## src/rtl/keypad_code_lock_motor_sequencer_core_macros.svh

```systemverilog
// Assertion macros shared by the keypad lock RTL.
`ifndef KEYPAD_CODE_LOCK_MOTOR_SEQUENCER_CORE_MACROS_SVH
`define KEYPAD_CODE_LOCK_MOTOR_SEQUENCER_CORE_MACROS_SVH
`ifndef SYNTHESIS
// Implication checked on every clock edge, off while reset is low.
`define KCLM_ASSERT(lbl, clk, rst_n, prop, msg) \
    lbl: assert property (@(posedge clk) disable iff (!rst_n) prop) else $error(msg);
// Condition in one cycle implies a consequence in the next.
`define KCLM_ASSERT_NEXT(lbl, clk, rst_n, pre, post, msg) \
    lbl: assert property (@(posedge clk) disable iff (!rst_n) (pre) |=> (post)) else $error(msg);
`else
`define KCLM_ASSERT(lbl, clk, rst_n, prop, msg)
`define KCLM_ASSERT_NEXT(lbl, clk, rst_n, pre, post, msg)
`endif
`endif

```

## src/rtl/kclm_pkg.sv

```systemverilog
// Types and constants for the keypad code lock and motor sequencer.
package kclm_pkg;

    localparam int KEY_WIDTH    = 9;
    localparam int KEY_COUNT    = 9;
    localparam int CODE_LENGTH  = 4;
    localparam int CODE_SLOTS   = 4;
    localparam int THRESH_WIDTH = 16;
    localparam int CFG_WIDTH    = 16;
    localparam int CFG_IDX_W    = 3;

    // keys at KEY_COUNT and above are ignored
    localparam logic [KEY_WIDTH-1:0] KEY_VALID =
        KEY_WIDTH'((33'd1 << KEY_COUNT) - 33'd1);

    localparam logic OP_TICK   = 1'b0;
    localparam logic OP_SAMPLE = 1'b1;

    localparam logic [1:0] DRIVE_OFF = 2'd0;
    localparam logic [1:0] DRIVE_FWD = 2'd1;
    localparam logic [1:0] DRIVE_REV = 2'd2;

    localparam logic [CFG_IDX_W-1:0] CFG_CODE_FIRST    = 3'd0;
    localparam logic [CFG_IDX_W-1:0] CFG_CODE_SECOND   = 3'd1;
    localparam logic [CFG_IDX_W-1:0] CFG_CODE_THIRD    = 3'd2;
    localparam logic [CFG_IDX_W-1:0] CFG_CODE_FOURTH   = 3'd3;
    localparam logic [CFG_IDX_W-1:0] CFG_LOCKOUT       = 3'd4;
    localparam logic [CFG_IDX_W-1:0] CFG_FORWARD_END   = 3'd5;
    localparam logic [CFG_IDX_W-1:0] CFG_REVERSE_START = 3'd6;
    localparam logic [CFG_IDX_W-1:0] CFG_SEQUENCE_END  = 3'd7;

    localparam logic [KEY_WIDTH-1:0]    RST_CODE_FIRST    = 9'd1;
    localparam logic [KEY_WIDTH-1:0]    RST_CODE_SECOND   = 9'd2;
    localparam logic [KEY_WIDTH-1:0]    RST_CODE_THIRD    = 9'd4;
    localparam logic [KEY_WIDTH-1:0]    RST_CODE_FOURTH   = 9'd8;
    localparam logic [THRESH_WIDTH-1:0] RST_LOCKOUT       = 16'd50;
    localparam logic [THRESH_WIDTH-1:0] RST_FORWARD_END   = 16'd4200;
    localparam logic [THRESH_WIDTH-1:0] RST_REVERSE_START = 16'd4700;
    localparam logic [THRESH_WIDTH-1:0] RST_SEQUENCE_END  = 16'd6700;

    typedef struct packed {
        logic                 opcode;
        logic [KEY_WIDTH-1:0] key_mask;
    } t_in_item;

    typedef struct packed {
        logic [1:0] motor_drive;
        logic       press_indicator;
        logic [1:0] code_position;
        logic       unlocked_pulse;
    } t_out_item;

    typedef logic [CODE_SLOTS-1:0][KEY_WIDTH-1:0] t_code_set;

    // post-update status of the keypad side for the item just processed
    typedef struct packed {
        logic       indicator;
        logic [1:0] position;
        logic       unlocked;
    } t_lock_result;

    typedef enum logic [1:0] {
        PH_FORWARD = 2'd0,
        PH_GAP     = 2'd1,
        PH_REVERSE = 2'd2
    } t_phase;

endpackage

```

## src/rtl/kclm_lock.sv

```systemverilog
// Keypad press detection, lockout timer and code matching.
module kclm_lock #(
    parameter int TICK_WIDTH = 16
) (
    input  logic                                    i_clk,
    input  logic                                    i_rst_n,
    input  logic                                    i_step,
    input  kclm_pkg::t_in_item                      i_item,
    input  kclm_pkg::t_code_set                     i_code,
    input  logic [kclm_pkg::THRESH_WIDTH-1:0]       i_lockout_ticks,
    output kclm_pkg::t_lock_result                  o_result
);

    localparam int CW = (TICK_WIDTH > kclm_pkg::THRESH_WIDTH) ?
                        TICK_WIDTH : kclm_pkg::THRESH_WIDTH;

    logic [1:0]            r_pos,     n_pos;
    logic                  r_held,    n_held;
    logic                  r_enabled, n_enabled;
    logic                  r_run,     n_run;
    logic [TICK_WIDTH-1:0] r_elapsed, n_elapsed;
    logic                  r_ind,     n_ind;
    logic                  n_unlocked;

    always_comb begin
        logic [kclm_pkg::KEY_WIDTH-1:0] keys;
        logic [2:0]                     pos_inc;
        keys       = i_item.key_mask & kclm_pkg::KEY_VALID;
        pos_inc    = {1'b0, r_pos} + 3'd1;
        n_pos      = r_pos;
        n_held     = r_held;
        n_enabled  = r_enabled;
        n_run      = r_run;
        n_elapsed  = r_elapsed;
        n_ind      = r_ind;
        n_unlocked = 1'b0;
        if (i_item.opcode == kclm_pkg::OP_TICK) begin
            if (r_run && !(&r_elapsed)) begin
                n_elapsed = r_elapsed + TICK_WIDTH'(1);
            end
        end else if (keys != '0) begin
            n_run     = 1'b1;
            n_elapsed = '0;
            if (!r_held && r_enabled) begin
                n_held    = 1'b1;
                n_enabled = 1'b0;
                n_ind     = 1'b1;
                if ($onehot(keys)) begin
                    if (i_code[r_pos] != keys) begin
                        n_pos = 2'd0;
                    end else if (pos_inc >= 3'(kclm_pkg::CODE_LENGTH)) begin
                        n_pos      = 2'd0;
                        n_unlocked = 1'b1;
                    end else begin
                        n_pos = pos_inc[1:0];
                    end
                end else begin
                    n_pos = 2'd0;
                end
            end
        end else begin
            n_held = 1'b0;
        end
        // lockout end is tested on the updated count
        if (n_run && (CW'(n_elapsed) >= CW'(i_lockout_ticks))) begin
            n_ind     = 1'b0;
            n_run     = 1'b0;
            n_elapsed = '0;
            n_enabled = 1'b1;
        end
    end

    always_ff @(posedge i_clk) begin
        if (!i_rst_n) begin
            r_pos     <= 2'd0;
            r_held    <= 1'b0;
            r_enabled <= 1'b1;
            r_run     <= 1'b0;
            r_elapsed <= '0;
            r_ind     <= 1'b0;
        end else if (i_step) begin
            r_pos     <= n_pos;
            r_held    <= n_held;
            r_enabled <= n_enabled;
            r_run     <= n_run;
            r_elapsed <= n_elapsed;
            r_ind     <= n_ind;
        end
    end

    assign o_result.indicator = n_ind;
    assign o_result.position  = n_pos;
    assign o_result.unlocked  = n_unlocked;

endmodule

```

## src/rtl/kclm_motor.sv

```systemverilog
// Timed motor sequence: forward, off, reverse, off.
module kclm_motor #(
    parameter int TICK_WIDTH = 16
) (
    input  logic                              i_clk,
    input  logic                              i_rst_n,
    input  logic                              i_step,
    input  logic                              i_tick,
    input  logic                              i_start,
    input  logic [kclm_pkg::THRESH_WIDTH-1:0] i_forward_end,
    input  logic [kclm_pkg::THRESH_WIDTH-1:0] i_reverse_start,
    input  logic [kclm_pkg::THRESH_WIDTH-1:0] i_sequence_end,
    output logic [1:0]                        o_drive
);

    localparam int CW = (TICK_WIDTH > kclm_pkg::THRESH_WIDTH) ?
                        TICK_WIDTH : kclm_pkg::THRESH_WIDTH;

    kclm_pkg::t_phase      r_phase,   n_phase;
    logic                  r_run,     n_run;
    logic [TICK_WIDTH-1:0] r_elapsed, n_elapsed;

    // next state; phases are tested in order so one item can pass several
    always_comb begin
        n_phase   = r_phase;
        n_run     = r_run;
        n_elapsed = r_elapsed;
        if (i_tick && r_run && !(&r_elapsed)) begin
            n_elapsed = r_elapsed + TICK_WIDTH'(1);
        end
        if (i_start) begin
            n_run     = 1'b1;
            n_elapsed = '0;
            n_phase   = kclm_pkg::PH_FORWARD;
        end
        if (n_run) begin
            if (n_phase == kclm_pkg::PH_FORWARD &&
                CW'(n_elapsed) >= CW'(i_forward_end)) begin
                n_phase = kclm_pkg::PH_GAP;
            end
            if (n_phase == kclm_pkg::PH_GAP &&
                CW'(n_elapsed) >= CW'(i_reverse_start)) begin
                n_phase = kclm_pkg::PH_REVERSE;
            end
            if (n_phase == kclm_pkg::PH_REVERSE &&
                CW'(n_elapsed) >= CW'(i_sequence_end)) begin
                n_phase   = kclm_pkg::PH_FORWARD;
                n_run     = 1'b0;
                n_elapsed = '0;
            end
        end
    end

    // drive follows the updated phase
    always_comb begin
        o_drive = kclm_pkg::DRIVE_OFF;
        if (n_run) begin
            unique case (n_phase)
                kclm_pkg::PH_FORWARD: o_drive = kclm_pkg::DRIVE_FWD;
                kclm_pkg::PH_GAP:     o_drive = kclm_pkg::DRIVE_OFF;
                kclm_pkg::PH_REVERSE: o_drive = kclm_pkg::DRIVE_REV;
                default:              o_drive = kclm_pkg::DRIVE_OFF;
            endcase
        end
    end

    always_ff @(posedge i_clk) begin
        if (!i_rst_n) begin
            r_phase   <= kclm_pkg::PH_FORWARD;
            r_run     <= 1'b0;
            r_elapsed <= '0;
        end else if (i_step) begin
            r_phase   <= n_phase;
            r_run     <= n_run;
            r_elapsed <= n_elapsed;
        end
    end

endmodule

```

## src/rtl/keypad_code_lock_motor_sequencer_core.sv

```systemverilog
// Keypad code lock with motor sequencer: top level with config and pipeline.
// Items pass through an input register, then the lock and motor update logic
// into the result register, which drives the output valid and data.
// Throughput: one item per cycle; only a stalled result register holds back input.
// Reset (synchronous, active low) clears lock and motor state and loads the
// default code keys and tick thresholds.
`include "keypad_code_lock_motor_sequencer_core_macros.svh"
module keypad_code_lock_motor_sequencer_core #(
    parameter int TICK_WIDTH = 16
) (
    input  logic                                i_clk,
    input  logic                                i_rst_n,
    input  logic                                i_in_valid,
    output logic                                o_in_stall,
    input  kclm_pkg::t_in_item                  i_in_data,
    output logic                                o_out_valid,
    input  logic                                i_out_stall,
    output kclm_pkg::t_out_item                 o_out_data,
    input  logic                                i_cfg_we,
    input  logic [kclm_pkg::CFG_IDX_W-1:0]      i_cfg_index,
    input  logic [kclm_pkg::CFG_WIDTH-1:0]      i_cfg_data
);

    kclm_pkg::t_code_set                r_code;
    logic [kclm_pkg::THRESH_WIDTH-1:0]  r_lockout;
    logic [kclm_pkg::THRESH_WIDTH-1:0]  r_forward_end;
    logic [kclm_pkg::THRESH_WIDTH-1:0]  r_reverse_start;
    logic [kclm_pkg::THRESH_WIDTH-1:0]  r_sequence_end;

    logic                   r_in_valid;
    kclm_pkg::t_in_item     r_in_item;
    logic                   r_out_valid;
    kclm_pkg::t_out_item    r_out_item;
    kclm_pkg::t_out_item    n_out_item;

    logic                   advance;
    logic                   step;
    logic                   in_xfer;
    kclm_pkg::t_lock_result lock_res;
    logic [1:0]             drive;

    always_ff @(posedge i_clk) begin
        if (!i_rst_n) begin
            r_code[0]       <= kclm_pkg::RST_CODE_FIRST;
            r_code[1]       <= kclm_pkg::RST_CODE_SECOND;
            r_code[2]       <= kclm_pkg::RST_CODE_THIRD;
            r_code[3]       <= kclm_pkg::RST_CODE_FOURTH;
            r_lockout       <= kclm_pkg::RST_LOCKOUT;
            r_forward_end   <= kclm_pkg::RST_FORWARD_END;
            r_reverse_start <= kclm_pkg::RST_REVERSE_START;
            r_sequence_end  <= kclm_pkg::RST_SEQUENCE_END;
        end else if (i_cfg_we) begin
            unique case (i_cfg_index)
                kclm_pkg::CFG_CODE_FIRST:
                    r_code[0] <= i_cfg_data[kclm_pkg::KEY_WIDTH-1:0];
                kclm_pkg::CFG_CODE_SECOND:
                    r_code[1] <= i_cfg_data[kclm_pkg::KEY_WIDTH-1:0];
                kclm_pkg::CFG_CODE_THIRD:
                    r_code[2] <= i_cfg_data[kclm_pkg::KEY_WIDTH-1:0];
                kclm_pkg::CFG_CODE_FOURTH:
                    r_code[3] <= i_cfg_data[kclm_pkg::KEY_WIDTH-1:0];
                kclm_pkg::CFG_LOCKOUT:       r_lockout       <= i_cfg_data;
                kclm_pkg::CFG_FORWARD_END:   r_forward_end   <= i_cfg_data;
                kclm_pkg::CFG_REVERSE_START: r_reverse_start <= i_cfg_data;
                kclm_pkg::CFG_SEQUENCE_END:  r_sequence_end  <= i_cfg_data;
                default: ;
            endcase
        end
    end

    // result register frees up when empty or when its transfer completes
    assign advance    = !r_out_valid || !i_out_stall;
    assign o_in_stall = r_in_valid && !advance;
    assign in_xfer    = i_in_valid && !o_in_stall;
    assign step       = r_in_valid && advance;

    always_ff @(posedge i_clk) begin
        if (!i_rst_n) begin
            r_in_valid <= 1'b0;
        end else if (!o_in_stall) begin
            r_in_valid <= i_in_valid;
        end
    end

    always_ff @(posedge i_clk) begin
        if (in_xfer) begin
            r_in_item <= i_in_data;
        end
    end

    kclm_lock #(
        .TICK_WIDTH (TICK_WIDTH)
    ) u_lock (
        .i_clk           (i_clk),
        .i_rst_n         (i_rst_n),
        .i_step          (step),
        .i_item          (r_in_item),
        .i_code          (r_code),
        .i_lockout_ticks (r_lockout),
        .o_result        (lock_res)
    );

    kclm_motor #(
        .TICK_WIDTH (TICK_WIDTH)
    ) u_motor (
        .i_clk           (i_clk),
        .i_rst_n         (i_rst_n),
        .i_step          (step),
        .i_tick          (r_in_item.opcode == kclm_pkg::OP_TICK),
        .i_start         (lock_res.unlocked),
        .i_forward_end   (r_forward_end),
        .i_reverse_start (r_reverse_start),
        .i_sequence_end  (r_sequence_end),
        .o_drive         (drive)
    );

    always_comb begin
        n_out_item.motor_drive     = drive;
        n_out_item.press_indicator = lock_res.indicator;
        n_out_item.code_position   = lock_res.position;
        n_out_item.unlocked_pulse  = lock_res.unlocked;
    end

    always_ff @(posedge i_clk) begin
        if (!i_rst_n) begin
            r_out_valid <= 1'b0;
        end else if (advance) begin
            r_out_valid <= r_in_valid;
        end
    end

    always_ff @(posedge i_clk) begin
        if (step) begin
            r_out_item <= n_out_item;
        end
    end

    assign o_out_valid = r_out_valid;
    assign o_out_data  = r_out_item;

    `KCLM_ASSERT(a_stall_needs_item, i_clk, i_rst_n, o_in_stall |-> r_in_valid, "input stalled with empty input register")
    `KCLM_ASSERT_NEXT(a_step_gives_result, i_clk, i_rst_n, step, r_out_valid, "processed item produced no result")
    `KCLM_ASSERT(a_unlock_resets_pos, i_clk, i_rst_n, (o_out_valid && o_out_data.unlocked_pulse) |-> (o_out_data.code_position == 2'd0), "code completed but position not cleared")
    `KCLM_ASSERT(a_drive_legal, i_clk, i_rst_n, o_out_valid |-> (o_out_data.motor_drive != 2'd3), "illegal motor drive code")

endmodule
```

## config.mk

```make
export PLATFORM = sky130hd
export DESIGN_NAME = keypad_code_lock_motor_sequencer_core
export DESIGN_NICKNAME = d
export VERILOG_FILES = /design/src/rtl/kclm_pkg.sv /design/src/rtl/kclm_lock.sv /design/src/rtl/kclm_motor.sv /design/src/rtl/keypad_code_lock_motor_sequencer_core.sv
export VERILOG_INCLUDE_DIRS = /design/src /design/src/rtl
export SDC_FILE = /design/constraint.sdc
export NUM_CORES = 1
export LEC_CHECK = 0
export BUFFER_PORTS_ARGS = -buffer_cell sky130_fd_sc_hd__buf_2
export CORE_UTILIZATION = 62
export DETAILED_ROUTE_END_ITERATION = 7
export GPL_TIMING_DRIVEN = 0
export PLACE_DENSITY = 0.9
export SYNTH_ARGS = -nofsm -noshare
export SYNTH_HDL_FRONTEND = slang
export SYNTH_SLANG_ARGS = --single-unit
```

## constraint.sdc

```tcl
create_clock -name i_clk -period 6.95 [get_ports i_clk]
set_input_delay 1.0425 -clock i_clk [delete_from_list [all_inputs] [get_ports i_clk]]
set_output_delay 1.0425 -clock i_clk [all_outputs]
set_load 0.03 [all_outputs]
```

==> results of run 1 <==
-- layer usage --
metal | vias up | global-route usage, % | routed length [um]
met5 | - | 0 | 0
met4 | 0 | 15.20 | 837
met1 | 3746 | 40.68 | 9609
met3 | 73 | 6.788 | 1851
met2 | 385 | 54.34 | 10980
li1 | 3724 | - | -
-- worst min-delay path: stages (launching register included) --
cell	delay [ns]
dfxtp_1	0.31
nand2_1	0.04
a21boi_0	0.06
-- cells by family (layout without fill, tap and decap cells) --
group	Yosys count	in the layout	share of synthesized area, %
AO/OA/AOI/OAI	236	236	19.23
buffers and inverters	149	209	6.980
adder cells (fa/ha/maj)	81	81	11.80
multiplexers	18	18	3.343
AND/OR/NAND/NOR	397	397	19.26
XOR/XNOR	19	19	1.868
flip-flops	159	159	37.53
-- registers in the layout (all words and copies together) (netlist names) --
| signal | count |
|---|---|
| u_motor.r_elapsed | 16 |
| u_lock.r_enabled | 1 |
| u_motor.r_phase | 2 |
| r_in_item | 10 |
| r_lockout | 16 |
| u_lock.r_held | 1 |
| o_out_valid | 1 |
| r_code | 36 |
| u_lock.r_elapsed | 16 |
| u_lock.r_run | 1 |
| r_forward_end | 16 |
| r_in_valid | 1 |
| u_lock.r_ind | 1 |
| u_lock.r_pos | 2 |
| o_out_data | 6 |
| r_reverse_start | 16 |
| r_sequence_end | 16 |
| u_motor.r_run | 1 |
-- final cells by class --
cell class                      count  area, sq um
Fill cell                        1002         4025
Clock buffer                       19        464.2
Buffer                             52        257.7
Timing Repair Buffer               28        140.1
Multi-Input combinational cell    751         4943
Clock inverter                     13        171.4
Sequential cell                   159         3343
Inverter                           97        364.1
Tap cell                          180        225.2
-- path summary, 6_finish.rpt --
check                                  start                    to  slack, ns  cells after the start
worst min-delay path              r_code[33]            r_code[33]       0.46                      2
worst min register to register    r_code[33]            r_code[33]       0.46                      2
worst max register to register  r_in_item[2]  u_motor.r_elapsed[0]       0.59                     25
worst max-delay path            r_in_item[2]  u_motor.r_elapsed[0]       0.59                     25
-- power by group through the flow --
stage | clock network (uW) | registers [uW] | logic, uW
floorplan | 0 | 979 | 102
global route | 1050 | 960 | 176
finish | 1010 | 959 | 161
detailed placement | 0 | 978 | 155
CTS | 1010 | 958 | 158
global placement | 0 | 978 | 149
-- metrics by stage --
| stage | area, sq um | hold slack [ns] | total power, uW |
|---|---|---|---|
| after floorplan | 8909 | 0.4319 | 1081 |
| after global placement | 9274 | 0.4427 | 1126 |
| after detailed placement | 9274 | 0.4548 | 1134 |
| after CTS | 9910 | 0.4641 | 2130 |
| after global routing | 9910 | 0.4752 | 2187 |
| final | 9910 | 0.4628 | 2134 |
-- cell usage in the layout (no fill, tap or decap), types with 11 or more instances in the layout --
cell type / n
nand2_1: 267
dfxtp_1: 143
inv_1: 97
a21boi_0: 77
ha_1: 76
clkbuf_1: 35
o211ai_1: 34
nor2_1: 32
buf_2: 29
a21oi_1: 27
nand3_1: 26
o21ai_0: 19
clkbuf_16: 18
a21o_1: 17
edfxtp_1: 16
xnor2_1: 15
nand4_1: 14
a22o_1: 12
nor2b_1: 11
o21ai_2: 11
==> reports/results.ini, run 1 <==
[status]
outcome = finished clean

[sta]
finalClockSkew_ns = 0.007904
finalWorstSetupSlack_ns = 0.5868
fin_crit_sh_pct = 91.56
rsz0062_at_grt = no
finalHoldViolCount = 0
worst_slew_pin_slew_ns = 1.249
relSlewSlack_pct = 16.11
post-route-min-period_ns = 6.363
timing.fmax_mhz = 157.2
slew_viol_final = 0
setup_viol_count_final = 0
finalSetupTns_ns = 0

[floorplanning]
die_h_um = 121.9
row_count = 43
num_io_pins = 42
die-area_sq_um = 14850
start_util_pct = 63.93
core_sq_um = 13930
die_w_um = 121.9

[worst_setup_path]
cp.arrival_ns = 6.73
worstPathRequired_ns = 7.32
path_buf_inv = 5
critPathSlowestCell = fa_1
crit_fanout = 10
crit_family = adder cells
worst_setup_path_end_kind = flip-flop
start_kind = flip-flop
cpPeakStageDelay_ns = 0.53
critPathKind = reg2reg

[logic_synthesis]
ys_types = 56
synth_nets = 1174
syn_area_sq_um = 8909
synth_common_cells = nand2_1 (267), dfxtp_1 (143), inv_1 (97)
ys_ff_latch = 159
syn-instance-count = 1059
async_flop_share_pct = 0
yosys.area.top_type = dfxtp_1
synth.top_cell.area_share_pct = 32.13
yosys_warnings = 0
ys_seq_area_share_pct = 37.53
synth_area_per_cell_sq_um = 8.412
synthFlopType = dfxtp_1
yosys-top-cells-area = dfxtp_1 (32%), nand2_1 (11%), ha_1 (11%), a21boi_0 (6.5%), edfxtp_1 (5.4%)
synth_edf_count = 16
synth_most_common_cell = nand2_1

[route]
drc = 0
via_per_inst = 6.103
avgRoutedWirePerCell_um = 17.92
ant_nets = 0
routed_wl_um = 23270
drt_iter0_drc = 867
vias = 7928
drt_pass1_iterations = 7

[grt]
grt_first_pass_wirelength_um = 36770
grt_pass1_vias = 7524
antenna_found_initial = 0
overflow = 0
grt_max_degree = 17
grt_use_total_pct = 32.77

[power_and_ir_drop]
swShare_pct = 24.73
p_clk_share_pct = 47.5
pwr-share-seq_pct = 44.9
p_int_uw = 1607
power.leakage_uw = 0.004137
switching_power_uw = 527.8
combinationalPowerShare_pct = 7.5
powerDensity_nw_per_um2 = 215.4
ir_worst_vdd_mv = 0.1807

[placement]
placed_cells = 1267
post-dp-hpwl_um = 16310
dp_worst_setup_slack_ns = 0.7891
gp_congestion = 0.9213
io_buffers = 28

[layout]
area_growth_pct = 11.24
final_util_pct = 71.11
nets = 1221
drive_above_1_share_pct = 9.205
diodes = 0
layoutNonFillerInstCount = 1299

[clock_tree]
cts_buffer_depth = 2
post-cts-setup-buffers = 0
hold_buffers = 0
cts_root_buf = clkbuf_16
clkLatencyLatePin_ns = 0.44
cts_sinks = 159
cts_tree = yes
numCtsBuffers = 17
cts-resized-gates = 0
htree_levels = 4
clkSlewWorstSetupHoldPaths_ns = 0.07

[min_path]
hp-class = reg2reg

[flow_run]
drv_cap = 0

No activity file was read; power rests on OpenSTA's default activity.
==> run 2, diff against run 1 <==
--- a/config.mk
+++ b/config.mk
@@ -7,10 +7,10 @@
 export NUM_CORES = 1
 export LEC_CHECK = 0
 export BUFFER_PORTS_ARGS = -buffer_cell sky130_fd_sc_hd__buf_2
-export CORE_UTILIZATION = 62
+export CORE_UTILIZATION = 45
 export DETAILED_ROUTE_END_ITERATION = 7
 export GPL_TIMING_DRIVEN = 0
-export PLACE_DENSITY = 0.9
+export PLACE_DENSITY = 0.71
 export SYNTH_ARGS = -nofsm -noshare
 export SYNTH_HDL_FRONTEND = slang
 export SYNTH_SLANG_ARGS = --single-unit
==> run 2 against run 1 <==
Effect of this change: non-clock buffer count did not move; combinational power decreased by 3%; first-iteration DRC count down 42%; clock power is 13% lower; fmax increased by 5.7%; utilization decreased by 20 points; register-to-register slack improved by 0.34 ns; highest routed layer unchanged; total power decreased by 6.8%; clock skew up 0.00088 ns.
==> reports/results.ini, run 2 (synthesized netlist as in run 1, its figures left out) <==
[status]
outcome = finished clean

[grt]
grt_pass1_vias = 6944  ; -7.7%
use_met3_pct = 4.259  ; -2.5 points
use_met1_pct = 31.56  ; -9.1 points
use_met2_pct = 38.00  ; -16 points
antenna_found_initial = 0  ; unchanged
grt_max_degree = 17  ; unchanged
overflow = 0  ; unchanged
busiest_layer = met2
grt_use_total_pct = 23.25  ; -9.5 points
grt_first_pass_wirelength_um = 36250  ; -1.4%

[worst_setup_path]
r2r_start = r_in_item[0]
worstPathRequired_ns = 7.31  ; about the same
critPathKind = reg2reg
worst_setup_path_end_kind = flip-flop
rrSetupSlack_ns = 0.93  ; +0.34 ns
path_buf_inv = 5  ; unchanged
crit_fanout = 10  ; unchanged
crit_family = adder cells
r2r_cells = 25  ; unchanged
timing.rr.end = u_motor.r_elapsed[0]
cp.arrival_ns = 6.38  ; -0.35 ns
critPathSlowestCell = fa_1
start_kind = flip-flop
cpPeakStageDelay_ns = 0.53  ; about the same

[floorplanning]
die_w_um = 142.7  ; +17%
row_count = 51  ; +19%
num_io_pins = 42  ; unchanged
start_util_pct = 45.77  ; -18 points
die_h_um = 142.7  ; +17%
core_sq_um = 19460  ; +40%
die-area_sq_um = 20360  ; +37%

[route]
routed_wl_um = 22280  ; -4.3%
via_per_inst = 5.342  ; -12%
avgRoutedWirePerCell_um = 16.10  ; -10%
drc = 0  ; unchanged
vias = 7393  ; -6.7%
ant_nets = 0  ; unchanged
drt_iter0_drc = 503  ; -42%
drt_pass1_iterations = 5  ; -2

[layout]
drive_above_1_share_pct = 9.115  ; -0.089 points
layoutNonFillerInstCount = 1384  ; +6.5%
fillers = 1834  ; +83%
nets = 1221  ; unchanged
largest_reg_flops = 36  ; unchanged
diodes = 0  ; unchanged
final_common_cell = nand2_1
final_cell_mix = nand2_1 (267), dfxtp_1 (143), inv_1 (97)
top_register = r_code
area_growth_pct = 11.35

[clock_tree]
numCtsBuffers = 17  ; unchanged
hold_buffers = 0  ; unchanged
cts-resized-gates = 0  ; unchanged
cts_buffer_depth = 2  ; unchanged
cts_sinks = 159  ; unchanged
clkSlewWorstSetupHoldPaths_ns = 0.07  ; about the same
clkLatencyLatePin_ns = 0.43  ; about the same
cts_root_buf = clkbuf_16
htree_levels = 4  ; unchanged
cts_tree = yes
post-cts-setup-buffers = 0  ; unchanged

[sta]
post-route-min-period_ns = 6.020  ; -0.3431 ns
rsz0062_at_grt = no
setup_viol_count_final = 0  ; unchanged
slew_viol_final = 0  ; unchanged
finalHoldViolCount = 0  ; unchanged
finalClockSkew_ns = 0.008788  ; +0.0008843 ns
finalSetupTns_ns = 0  ; unchanged
relSlewSlack_pct = 18.74  ; +2.6 points
fin_crit_sh_pct = 86.62  ; -4.9 points
worst_slew_pin_slew_ns = 1.210  ; -0.03909 ns
timing.fmax_mhz = 166.1  ; +5.7%

[placement]
io_buffers = 28  ; unchanged
post-dp-hpwl_um = 16600  ; +1.8%
gp_congestion = 0.8531  ; -7.4%
placed_cells = 1352  ; +6.7%

[min_path]
worstHoldStart = r_code[9]
holdPathEnd = r_code[9]
hp-class = reg2reg
hold_path_depth = 2  ; unchanged

[power_and_ir_drop]
powerDensity_nw_per_um2 = 200.5  ; -6.9%
ir_worst_vdd_mv = 0.1548  ; -14%
power.leakage_uw = 0.004081  ; -1.4%

[flow_run]
drv_cap = 0  ; unchanged

==> run 2: cell types whose count changed in the layout (fill, tap and decap cells not counted), sizes merged <==
cell / previous run / this run
bufinv: 3 / 0
clkbuf: 58 / 57
clkinv: 2 / 6
clkinvlp: 1 / 4
inv: 104 / 101
==> run 2: area by class of cell <==
| type | count | area, sq um | area share (%) |
|---|---|---|---|
| sequential | 159 | 3343 | 33.70 |
| buffer | 52 | 257.7 | 2.598 |
| inverter | 97 | 364.1 | 3.671 |
| timing repair buffer | 28 | 140.1 | 1.413 |
| clock inverter | 14 | 110.1 | 1.110 |
| clock buffer | 18 | 429.2 | 4.326 |
| multi-input combinational | 751 | 4943 | 49.84 |
| tap | 265 | 331.6 | 3.343 |
==> run 2: power by group <==
group          switching [uW]  internal (uW)  leakage [uW]
clock network             413            462      0.000255
registers                11.2            947       0.00131
logic                     101           55.0       0.00251
total                     525           1460       0.00408
==> run 2: worst max-delay path by stage <==
stage / startpoint / to / slack, ns / depth (start not counted)
6_report: r_in_item[0] / u_motor.r_elapsed[0] / 0.93 / 25
5_1_grt: r_in_item[0] / o_out_data[4] / 0.57 / 22
4_1_cts: r_in_item[0] / u_motor.r_elapsed[0] / 0.90 / 25
3_5_place_dp: r_in_item[0] / u_motor.r_elapsed[0] / 0.95 / 25
3_3_place_gp: r_in_item[0] / u_motor.r_elapsed[0] / 0.94 / 25
2_1_floorplan: r_in_item[0] / u_motor.r_elapsed[0] / 1.72 / 25
==> run 2: worst register-to-register path, stage by stage (launching register included) <==
cell and delay (ns):
edfxtp_1 0.44, ha_1 0.26, fa_1 0.53, inv_1 0.06
fa_1 0.52, inv_1 0.04, ha_1 0.20, fa_1 0.44
nor4_1 0.27, and3_1 0.20, and3_1 0.20, nand2_1 0.13
clkbuf_1 0.25, nand2_1 0.29, ha_1 0.29, or3b_2 0.46
o2111ai_1 0.11, a31oi_1 0.13, o21ai_0 0.19, nand2_1 0.16
o211ai_1 0.12, and3_1 0.19, buf_6 0.14, o21bai_4 0.07
buf_8 0.16, o21ai_2 0.12
==> run 2: routing by layer <==
layer / routed length, um / vias to the layer above
met5: 0 / -
met4: 298 / 0
met2: 10230 / 169
met1: 10580 / 3477
met3: 1174 / 24
li1: - / 3723
==> run 2: stage by stage <==
step                area [sq um]  setup WS, ns  power [uW]  hold slack [ns]  utilization, %
floorplan                   8909         1.722        1081           0.4319               -
global placement            9380        0.9445        1130           0.4422           48.20
detailed placement          9380        0.9533        1134           0.4520           48.20
CTS                         9920        0.8982        1998           0.4627           50.97
global route                9920        0.5651        2052           0.4826           50.97
finish                      9920        0.9299        1989           0.4624           50.97
==> run 3, diff against run 2 <==
--- a/config.mk
+++ b/config.mk
@@ -7,10 +7,12 @@
 export NUM_CORES = 1
 export LEC_CHECK = 0
 export BUFFER_PORTS_ARGS = -buffer_cell sky130_fd_sc_hd__buf_2
-export CORE_UTILIZATION = 45
+export CELL_PAD_IN_SITES_DETAIL_PLACEMENT = 1
+export CELL_PAD_IN_SITES_GLOBAL_PLACEMENT = 2
+export CORE_UTILIZATION = 38
 export DETAILED_ROUTE_END_ITERATION = 7
 export GPL_TIMING_DRIVEN = 0
-export PLACE_DENSITY = 0.71
+export PLACE_DENSITY = 0.9
 export SYNTH_ARGS = -nofsm -noshare
 export SYNTH_HDL_FRONTEND = slang
 export SYNTH_SLANG_ARGS = --single-unit
==> run 3 against run 2 <==
Effect of this change: combinational power is 4% higher; largest power group is now clock; design area is 1.4% higher; count of clock-buffer cells in the layout stayed put.
==> reports/results.ini, run 3 (synthesized netlist as in run 1, its figures left out) <==
[status]
outcome = finished clean

[layout]
area_growth_pct = 12.94
largest_reg_flops = 36  ; unchanged
final_cell_mix = nand2_1 (267), dfxtp_1 (143), inv_1 (97)
top_register = r_code
final_common_cell = nand2_1
nets = 1221  ; unchanged
drive_above_1_share_pct = 9.026  ; -0.089 points

[min_path]
hold_path_depth = 2  ; unchanged
hp-class = reg2reg
worstHoldStart = r_lockout[3]
holdPathEnd = r_lockout[3]

[floorplanning]
core_sq_um = 22850  ; +17%
start_util_pct = 38.99  ; -6.8 points
row_count = 55  ; +7.8%
die_h_um = 155.1  ; +8.7%
die-area_sq_um = 24060  ; +18%
die_w_um = 155.1  ; +8.7%
num_io_pins = 42  ; unchanged

[power_and_ir_drop]
ir_worst_vdd_mv = 0.1545  ; -0.20%
powerDensity_nw_per_um2 = 211.4  ; +5.4%
total_power_uw = 2126  ; +6.9%
power.leakage_uw = 0.004124  ; +1.1%

[flow_run]
drv_cap = 0  ; unchanged

[sta]
relSlewSlack_pct = 17.18  ; -1.6 points
finalClockSkew_ns = 0.01182  ; +0.003033 ns
finalHoldViolCount = 0  ; unchanged
setup_viol_count_final = 0  ; unchanged
finalSetupTns_ns = 0  ; unchanged
slew_viol_final = 0  ; unchanged
post-route-min-period_ns = 6.624  ; +0.6041 ns
fin_crit_sh_pct = 95.31  ; +8.7 points
rsz0062_at_grt = no
worst_slew_pin_slew_ns = 1.233  ; +0.02327 ns
timing.fmax_mhz = 151.0  ; -9.1%

[worst_setup_path]
start_kind = flip-flop
rrSetupSlack_ns = 0.33  ; -0.60 ns
crit_family = adder cells
r2r_cells = 25  ; unchanged
timing.rr.end = u_motor.r_elapsed[0]
r2r_start = r_in_item[0]
worst_setup_path_end_kind = flip-flop
path_buf_inv = 5  ; unchanged
crit_fanout = 10  ; unchanged
cpPeakStageDelay_ns = 0.53  ; about the same
worstPathRequired_ns = 7.31  ; about the same
cp.arrival_ns = 6.98  ; +0.60 ns
critPathSlowestCell = fa_1
critPathKind = reg2reg

[grt]
antenna_found_initial = 1  ; +1
overflow = 0  ; unchanged
grt_use_total_pct = 23.30  ; +0.054 points
grt_max_degree = 17  ; unchanged
grt_pass1_vias = 7728  ; +11%
grt_first_pass_wirelength_um = 42580  ; +17%

[placement]
post-dp-hpwl_um = 19960  ; +20%
gp_congestion = 0.8208  ; -3.8%
io_buffers = 28  ; unchanged

[route]
via_per_inst = 5.247  ; -1.8%
routed_wl_um = 26600  ; +19%
avgRoutedWirePerCell_um = 18.57  ; +15%
drc = 0  ; unchanged
drt_iter0_drc = 347  ; -31%
ant_nets = 0  ; unchanged
vias = 7519  ; +1.7%
drt_pass1_iterations = 4  ; -1

[clock_tree]
post-cts-setup-buffers = 0  ; unchanged
cts_buffer_depth = 2  ; unchanged
clkLatencyLatePin_ns = 0.43  ; about the same
cts-resized-gates = 0  ; unchanged
clkSlewWorstSetupHoldPaths_ns = 0.07  ; about the same
hold_buffers = 0  ; unchanged
cts_sinks = 159  ; unchanged
cts_root_buf = clkbuf_16
htree_levels = 4  ; unchanged
numCtsBuffers = 17  ; unchanged
cts_tree = yes

==> run 3: cell types whose count changed in the layout (fill, tap and decap cells not counted) <==
cell,before,now
clkinv_1,0,1
clkinv_2,2,3
clkinv_4,4,2
inv_8,1,0
clkinvlp_4,4,2
diode_2,0,1
inv_4,1,0
bufinv_16,0,4
==> run 3: worst register-to-register path, delay by kind of cell, from the launching register on <==
kind	cells	cell delay (ns)
buf+inv	5	0.71
compound gates	6	1.07
fa+ha+maj	6	2.25
simple gates	8	2.09
flops	1	0.45
==> run 3: cell type report <==
class,instances,area (sq um)
antenna,1,2.502
buffer,52,257.7
clock buffer,18,429.2
clock inverter,14,188.9
fill,2801,12790
inverter,97,364.1
multi-input combinational,751,4943
sequential,159,3343
tap,313,391.6
timing repair buffer,28,140.1
==> run 3: through the flow <==
| stage | util, % | setup slack [ns] | cells | instance area [sq um] | hold WS [ns] |
|---|---|---|---|---|---|
| finish | 44.04 | 0.3258 | 1433 | 10060 | 0.4635 |
| floorplan | - | 1.722 | 1059 | 8909 | 0.4319 |
| global route | 44.03 | 0.07693 | 1432 | 10060 | 0.4819 |
| CTS | 44.03 | 0.3794 | 1432 | 10060 | 0.4642 |
| global placement | 41.32 | 0.5158 | 1400 | 9440 | 0.4439 |
| detailed placement | 41.32 | 0.4405 | 1400 | 9440 | 0.4533 |
==> run 3: worst max path at each step <==
stage,start,end,slack [ns],cells past startpoint
after floorplan,r_in_item[0],u_motor.r_elapsed[0],1.72,25
after global placement,r_in_item[0],u_motor.r_elapsed[0],0.52,25
after detailed placement,r_in_item[0],u_motor.r_elapsed[0],0.44,25
after CTS,r_in_item[0],u_motor.r_elapsed[0],0.38,25
after global routing,r_in_item[0],u_motor.r_elapsed[0],0.08,25
final,r_in_item[0],u_motor.r_elapsed[0],0.33,25
==> run 3: where the power goes <==
part	internal, uW	leakage [uW]	switching [uW]	total, uW
logic	55.3	0.00251	108	163
clock network	601	0.000298	403	1000
registers	947	0.00131	11.1	958
==> run 3: per-layer routing <==
metal,wire (um),GRT usage [%],vias up
met4,324,6.318,0
met3,1129,3.621,21
li1,-,-,3705
met1,12410,30.61,3676
met5,0,0,-
met2,12740,39.60,117
